`src/hw/rtl/ffca_pkg.sv`:
```
// ----------------------------------------------------------------------------
// ffca_pkg
// Shared types and constants of the first-fit coalescing allocator.
// ----------------------------------------------------------------------------
package ffca_pkg;

  localparam int MAX_SEGMENTS   = 64;
  localparam int SEG_AW         = 6;
  localparam int CNT_W          = 7;
  localparam int POOL_MAX_BYTES = 65536;
  localparam int HEADER_BYTES   = 12;
  localparam int STORE_DEPTH    = POOL_MAX_BYTES / 4 + 1;
  localparam int STORE_AW       = 15;

  typedef enum logic [1:0] {
    OP_INIT  = 2'd0,
    OP_ALLOC = 2'd1,
    OP_FREE  = 2'd2,
    OP_NOP   = 2'd3
  } op_e;

  typedef enum logic [2:0] {
    ST_OK       = 3'd0,
    ST_ZERO     = 3'd1,
    ST_NO_FIT   = 3'd2,
    ST_OUTSIDE  = 3'd3,
    ST_FULL     = 3'd4,
    ST_SMALL    = 3'd5
  } status_e;

  typedef enum logic [1:0] {
    RS_IDX  = 2'd0,
    RS_UP   = 2'd1,
    RS_DOWN = 2'd2
  } rsel_e;

  typedef enum logic [2:0] {
    WS_INIT  = 3'd0,
    WS_SPLIT = 3'd1,
    WS_SHIFT = 3'd2,
    WS_PREV  = 3'd3,
    WS_NEXT  = 3'd4,
    WS_NEW   = 3'd5
  } wsel_e;

  typedef struct packed {
    logic    load_in;
    logic    init_commit;
    logic    st_en;
    status_e st_val;
    logic    prep;
    logic    idx_clr;
    logic    idx_inc;
    logic    seg_re;
    rsel_e   rsel;
    logic    seg_we;
    wsel_e   wsel;
    logic    hit_latch;
    logic    take;
    logic    j_from_idx;
    logic    j_from_cnt;
    logic    j_inc;
    logic    j_dec;
    logic    cnt_inc;
    logic    cnt_dec;
    logic    store_re;
    logic    prev_latch;
    logic    cur_latch;
    logic    free_commit;
  } cmd_t;

  typedef struct packed {
    op_e  op;
    logic req_zero;
    logic free_reject;
    logic init_fail;
    logic idx_end;
    logic fit;
    logic whole;
    logic found;
    logic jn;
    logic jp;
    logic full;
    logic j_at_p;
    logic rm_end;
  } sts_t;

  function automatic logic [31:0] sat_add(input logic [31:0] a, input logic [31:0] b);
    logic [32:0] s;
    s = {1'b0, a} + {1'b0, b};
    return s[32] ? 32'hFFFF_FFFF : s[31:0];
  endfunction

  function automatic logic [31:0] sat_sub(input logic [31:0] a, input logic [31:0] b);
    return (a > b) ? (a - b) : 32'd0;
  endfunction

endpackage

```
`src/hw/rtl/ffca_ctrl.sv`:
```
// ----------------------------------------------------------------------------
// ffca_ctrl
// Sequencer of the allocator: walks the segment table and drives the datapath.
// ----------------------------------------------------------------------------
module ffca_ctrl (
  input  logic          clk,
  input  logic          rst,
  input  logic          in_valid,
  output logic          in_ready,
  input  logic          out_free,
  output logic          res_load,
  input  ffca_pkg::sts_t sts,
  output ffca_pkg::cmd_t cmd
);
  import ffca_pkg::*;

  typedef enum logic [13:0] {
    S_IDLE   = 14'b00000000000001,
    S_DECODE = 14'b00000000000010,
    S_A_RD   = 14'b00000000000100,
    S_A_CHK  = 14'b00000000001000,
    S_A_TAKE = 14'b00000000010000,
    S_RM_RD  = 14'b00000000100000,
    S_RM_WR  = 14'b00000001000000,
    S_F_SZ   = 14'b00000010000000,
    S_F_RD   = 14'b00000100000000,
    S_F_CHK  = 14'b00001000000000,
    S_F_DEC  = 14'b00010000000000,
    S_INS_RD = 14'b00100000000000,
    S_INS_WR = 14'b01000000000000,
    S_DONE   = 14'b10000000000000
  } state_t;

  state_t state, state_next;

  always_ff @(posedge clk) begin
    if (rst) begin
      state <= S_IDLE;
    end else begin
      state <= state_next;
    end
  end

  always_comb begin
    state_next = state;
    cmd        = '0;
    in_ready   = 1'b0;
    res_load   = 1'b0;
    unique case (state)
      S_IDLE: begin
        in_ready = 1'b1;
        if (in_valid) begin
          cmd.load_in = 1'b1;
          state_next  = S_DECODE;
        end
      end
      S_DECODE: begin
        state_next = S_DONE;
        unique case (sts.op)
          OP_INIT: begin
            if (sts.init_fail) begin
              cmd.st_en  = 1'b1;
              cmd.st_val = ST_SMALL;
            end else begin
              cmd.init_commit = 1'b1;
              cmd.seg_we      = 1'b1;
              cmd.wsel        = WS_INIT;
            end
          end
          OP_ALLOC: begin
            if (sts.req_zero) begin
              cmd.st_en  = 1'b1;
              cmd.st_val = ST_ZERO;
            end else begin
              cmd.prep    = 1'b1;
              cmd.idx_clr = 1'b1;
              state_next  = S_A_RD;
            end
          end
          OP_FREE: begin
            if (sts.free_reject) begin
              cmd.st_en  = 1'b1;
              cmd.st_val = ST_OUTSIDE;
            end else begin
              cmd.prep    = 1'b1;
              cmd.idx_clr = 1'b1;
              state_next  = S_F_SZ;
            end
          end
          default: begin
          end
        endcase
      end
      S_A_RD: begin
        if (sts.idx_end) begin
          cmd.st_en  = 1'b1;
          cmd.st_val = ST_NO_FIT;
          state_next = S_DONE;
        end else begin
          cmd.seg_re = 1'b1;
          cmd.rsel   = RS_IDX;
          state_next = S_A_CHK;
        end
      end
      S_A_CHK: begin
        if (sts.fit) begin
          cmd.hit_latch = 1'b1;
          state_next    = S_A_TAKE;
        end else begin
          cmd.idx_inc = 1'b1;
          state_next  = S_A_RD;
        end
      end
      S_A_TAKE: begin
        cmd.take = 1'b1;
        if (sts.whole) begin
          cmd.j_from_idx = 1'b1;
          state_next     = S_RM_RD;
        end else begin
          cmd.seg_we = 1'b1;
          cmd.wsel   = WS_SPLIT;
          state_next = S_DONE;
        end
      end
      S_RM_RD: begin
        if (sts.rm_end) begin
          cmd.cnt_dec = 1'b1;
          state_next  = S_DONE;
        end else begin
          cmd.seg_re = 1'b1;
          cmd.rsel   = RS_UP;
          state_next = S_RM_WR;
        end
      end
      S_RM_WR: begin
        cmd.seg_we = 1'b1;
        cmd.wsel   = WS_SHIFT;
        cmd.j_inc  = 1'b1;
        state_next = S_RM_RD;
      end
      S_F_SZ: begin
        cmd.store_re = 1'b1;
        state_next   = S_F_RD;
      end
      S_F_RD: begin
        if (sts.idx_end) begin
          state_next = S_F_DEC;
        end else begin
          cmd.seg_re = 1'b1;
          cmd.rsel   = RS_IDX;
          state_next = S_F_CHK;
        end
      end
      S_F_CHK: begin
        if (sts.found) begin
          cmd.cur_latch = 1'b1;
          state_next    = S_F_DEC;
        end else begin
          cmd.prev_latch = 1'b1;
          cmd.idx_inc    = 1'b1;
          state_next     = S_F_RD;
        end
      end
      S_F_DEC: begin
        state_next = S_DONE;
        if (!sts.jn && !sts.jp && sts.full) begin
          cmd.st_en  = 1'b1;
          cmd.st_val = ST_FULL;
        end else begin
          cmd.free_commit = 1'b1;
          if (sts.jp) begin
            cmd.seg_we = 1'b1;
            cmd.wsel   = WS_PREV;
            if (sts.jn) begin
              cmd.j_from_idx = 1'b1;
              state_next     = S_RM_RD;
            end
          end else if (sts.jn) begin
            cmd.seg_we = 1'b1;
            cmd.wsel   = WS_NEXT;
          end else begin
            cmd.j_from_cnt = 1'b1;
            state_next     = S_INS_RD;
          end
        end
      end
      S_INS_RD: begin
        if (sts.j_at_p) begin
          cmd.seg_we  = 1'b1;
          cmd.wsel    = WS_NEW;
          cmd.cnt_inc = 1'b1;
          state_next  = S_DONE;
        end else begin
          cmd.seg_re = 1'b1;
          cmd.rsel   = RS_DOWN;
          state_next = S_INS_WR;
        end
      end
      S_INS_WR: begin
        cmd.seg_we = 1'b1;
        cmd.wsel   = WS_SHIFT;
        cmd.j_dec  = 1'b1;
        state_next = S_INS_RD;
      end
      S_DONE: begin
        if (out_free) begin
          res_load   = 1'b1;
          state_next = S_IDLE;
        end
      end
      default: state_next = S_IDLE;
    endcase
  end

endmodule

```
`config.mk`:
```
export PLATFORM = sky130hd
export DESIGN_NAME = ffca_ctrl
export DESIGN_NICKNAME = d
export VERILOG_FILES = /design/src/hw/rtl/ffca_pkg.sv /design/src/hw/rtl/ffca_ctrl.sv
export SDC_FILE = /design/constraint.sdc
export NUM_CORES = 1
export LEC_CHECK = 0
export BUFFER_PORTS_ARGS = -buffer_cell sky130_fd_sc_hd__buf_2
export CAP_MARGIN = 20
export CELL_PAD_IN_SITES_DETAIL_PLACEMENT = 0
export CELL_PAD_IN_SITES_GLOBAL_PLACEMENT = 2
export CORE_MARGIN = 5
export CORE_UTILIZATION = 27
export DETAILED_ROUTE_END_ITERATION = 8
export PLACE_DENSITY = 0.86
export SETUP_SLACK_MARGIN = 0.02
export SLEW_MARGIN = 0
export SYNTH_ARGS = -nofsm -noshare
export SYNTH_HDL_FRONTEND = slang
export SYNTH_SLANG_ARGS = --single-unit
```
`constraint.sdc`:
```
create_clock -name clk -period 5.85 [get_ports clk]
set_clock_uncertainty 0.15 [all_clocks]
set_input_delay 0.2925 -clock clk [delete_from_list [all_inputs] [get_ports clk]]
set_output_delay 0.2925 -clock clk [all_outputs]
set_load 0.01 [all_outputs]
```
==> metrics <==
worst-skew pair later-pin latency 0.25 ns; antenna violations before repair 0; Net Count, Synth 194; Starting Density 0.279; vias after detailed routing 1356; Max IR drop VDD 0.108 mV; fraction of post-synthesis cell area in the top cell type by area 0.229; root cell of the clock tree sky130_fd_sc_hd__clkbuf_8; EDFF count, synth 0; relative max-transition margin 0.412; Synth-to-Final Area Change 27.4%; nets 242; Hold Worst Slack roughly 0.14 ns; final period demand of the worst path 2.89 ns; Post-CTS Resized 0; maximum net fanout on the critical path 7; highest-count cells in the layout ignoring fill and taps sky130_fd_sc_hd__buf_2, sky130_fd_sc_hd__nor2_1, sky130_fd_sc_hd__nand2_1; slack of the critical path 2.96 ns; clock-pin slew of the registers on the worst-case setup and hold paths 0.06 ns; CP Data Required Time 5.41 ns; Largest register FFs 14; warnings from Yosys 0; CTS tree done; length of the first detailed-routing pass in iterations 4; f_max 346 MHz; row count 24; final cell utilization of the core 0.355; portion of total power attributed to the clock network 0.400; # setup viols final 0; number of distinct standard cells referenced by the synthesized netlist 48; Detailed Route Iter0 Violations between 50 and 60; Synth Register Bits 14; cell type with the largest total area after synthesis sky130_fd_sc_hd__dfxtp_1; drt wl/cell 13.9 µm; Mapped Avg Cell Area 7.28 µm²; worst-case clock buffer depth 2; sw frac 0.265; average vias per placed instance 5.08; number of max-slew violations in the final report 0; switching component of the power 0.0631 mW; DRC 0; setup repair after global routing missed its margin false; placeable core region about 4400 µm²; # clock sinks 14; Final Total Pwr 0.239 mW; via count of the first global-routing pass 1327; residual antenna-violating net count after detailed routing 0; largest net degree at the start of global routing 11; leakage 0.827 nW; top area cells in the synthesized netlist sky130_fd_sc_hd__dfxtp_1, sky130_fd_sc_hd__ha_1, sky130_fd_sc_hd__nor2_1, sky130_fd_sc_hd__nand2_1, sky130_fd_sc_hd__and3_1; total global routing overflow 0; register share of total power 0.416; most common library cell in the layout ignoring fill and taps sky130_fd_sc_hd__buf_2; register ranked first by flip-flop count state; die height 77.3 µm; die outline width roughly 77 µm; Routability Congestion 0.818; final critical-path share of the clock period 0.495; fraction of registers with async set/reset 0; Slew @ Worst Pin between 0.8 and 0.9 ns; kind of start point of the critical path flop; synthesized netlist cell count 168; netlist area before placement ~1200 µm²; number of violations of the max-capacitance limit 0; main flop type after synthesis sky130_fd_sc_hd__dfxtp_1; wire length of the first global-routing pass slightly above 6 mm; PwrDens 153 nW/µm²; combinational power share 0.184; Detailed Route WL between 3 and 4 mm; startpoint-to-endpoint class of the critical path flop to output pin; fraction of layout cells with a size suffix above 1 0.274; arrival time reported for the critical path endpoint 2.45 ns; pre-CTS WS 3.23 ns; # IOs 48; largest registers state x14; class of the most critical hold timing path primary input to flop; GRT Util Overall 0.122; post-CTS setup-driven buffer insertion count 0; Post-Route Setup TNS 0 ns; hold-fix buffer count after cts 0; number of H-tree levels 1; Num CTS Buffers 3; IO buf count 47; Hold Violations, Final 0; outcome complete, no violations; Inserted Diodes 0; CP endpoint kind output pin; Die Area 5970 µm²; P_int 0.175 mW; sequential cell area fraction in the yosys report 0.229; HPWL reported at the end of detailed placement 3.16 mm
-- layout make-up --
class	instances	area [µm²]
fillers	506	2830
multi-input cells	138	877
repair buffers	47	235
inverters	12	45.0
well taps	52	65.1
flip-flops and latches	14	280
clock buffers	4	55.1
-- Yosys cell counts, types with 2 or more instances --
library cell / n
sky130_fd_sc_hd__nor2_1: 23
sky130_fd_sc_hd__nand2_1: 16
sky130_fd_sc_hd__dfxtp_1: 14
sky130_fd_sc_hd__inv_1: 12
sky130_fd_sc_hd__a21oi_1: 9
sky130_fd_sc_hd__nand3_1: 9
sky130_fd_sc_hd__and3_1: 8
sky130_fd_sc_hd__ha_1: 8
sky130_fd_sc_hd__and2_1: 4
sky130_fd_sc_hd__nand2b_1: 4
sky130_fd_sc_hd__nand4_1: 4
sky130_fd_sc_hd__nor3_1: 4
sky130_fd_sc_hd__o21ai_0: 4
sky130_fd_sc_hd__nand3b_1: 3
sky130_fd_sc_hd__nor4_1: 3
sky130_fd_sc_hd__nor4b_1: 3
sky130_fd_sc_hd__o31ai_1: 3
sky130_fd_sc_hd__a22oi_1: 2
sky130_fd_sc_hd__a31oi_1: 2
sky130_fd_sc_hd__nor3b_1: 2
sky130_fd_sc_hd__o21a_1: 2
sky130_fd_sc_hd__or4b_2: 2
sky130_fd_sc_hd__xor2_1: 2
-- per-stage QoR --
step                cells  area [µm²]
finish                267        1560
global route          267        1560
CTS                   267        1560
detailed placement    263        1500
global placement      263        1500
floorplan             168        1220
-- routing by layer --
layer / track usage / part of all wire
met1: 0.156 / 0.48
met2: 0.205 / 0.47
met3: 0.0363 / 0.044
met4: 0.0189 / 0.0032
met5: 0 / 0
-- logic make-up after synthesis --
kind of cell | synth area share
AND/OR/NAND/NOR | 0.443
AO/OA/AOI/OAI | 0.171
buffers and inverters | 0.0532
flip-flops | 0.229
adder cells (fa/ha/maj) | 0.0819
XOR/XNOR | 0.0215
-- worst max-delay path, stage by stage, from the launching register on --
cell and delay [ns]:
sky130_fd_sc_hd__dfxtp_1 0.35, sky130_fd_sc_hd__nor4_1 0.78, sky130_fd_sc_hd__nand4_1 0.26, sky130_fd_sc_hd__nor3b_1 0.40, sky130_fd_sc_hd__a21oi_1 0.07, sky130_fd_sc_hd__o211ai_1 0.18
sky130_fd_sc_hd__buf_2 0.16
-- power groups by stage --
| stage | combinational (mW) | sequential [mW] | clock [mW] |
|---|---|---|---|
| 2_1_floorplan | 0.0272 | 0.101 | 0 |
| 5_1_grt | 0.0494 | 0.0995 | 0.105 |
| 6_report | 0.0438 | 0.0992 | 0.0956 |
| 4_1_cts | 0.0439 | 0.0991 | 0.0989 |
| 3_5_place_dp | 0.0437 | 0.101 | 0 |
| 3_3_place_gp | 0.0434 | 0.101 | 0 |
-- final timing paths --
kind | start | to | slack (ns) | cells after the start
setup / recovery | state[0] | cmd[18] | 2.96 | 6
hold / removal | sts[8] | state[3] | 0.14 | 2
setup reg to reg | state[0] | state[9] | 3.58 | 4
hold reg to reg | state[0] | state[3] | 0.55 | 3
No activity file was read; power rests on OpenSTA's default activity.
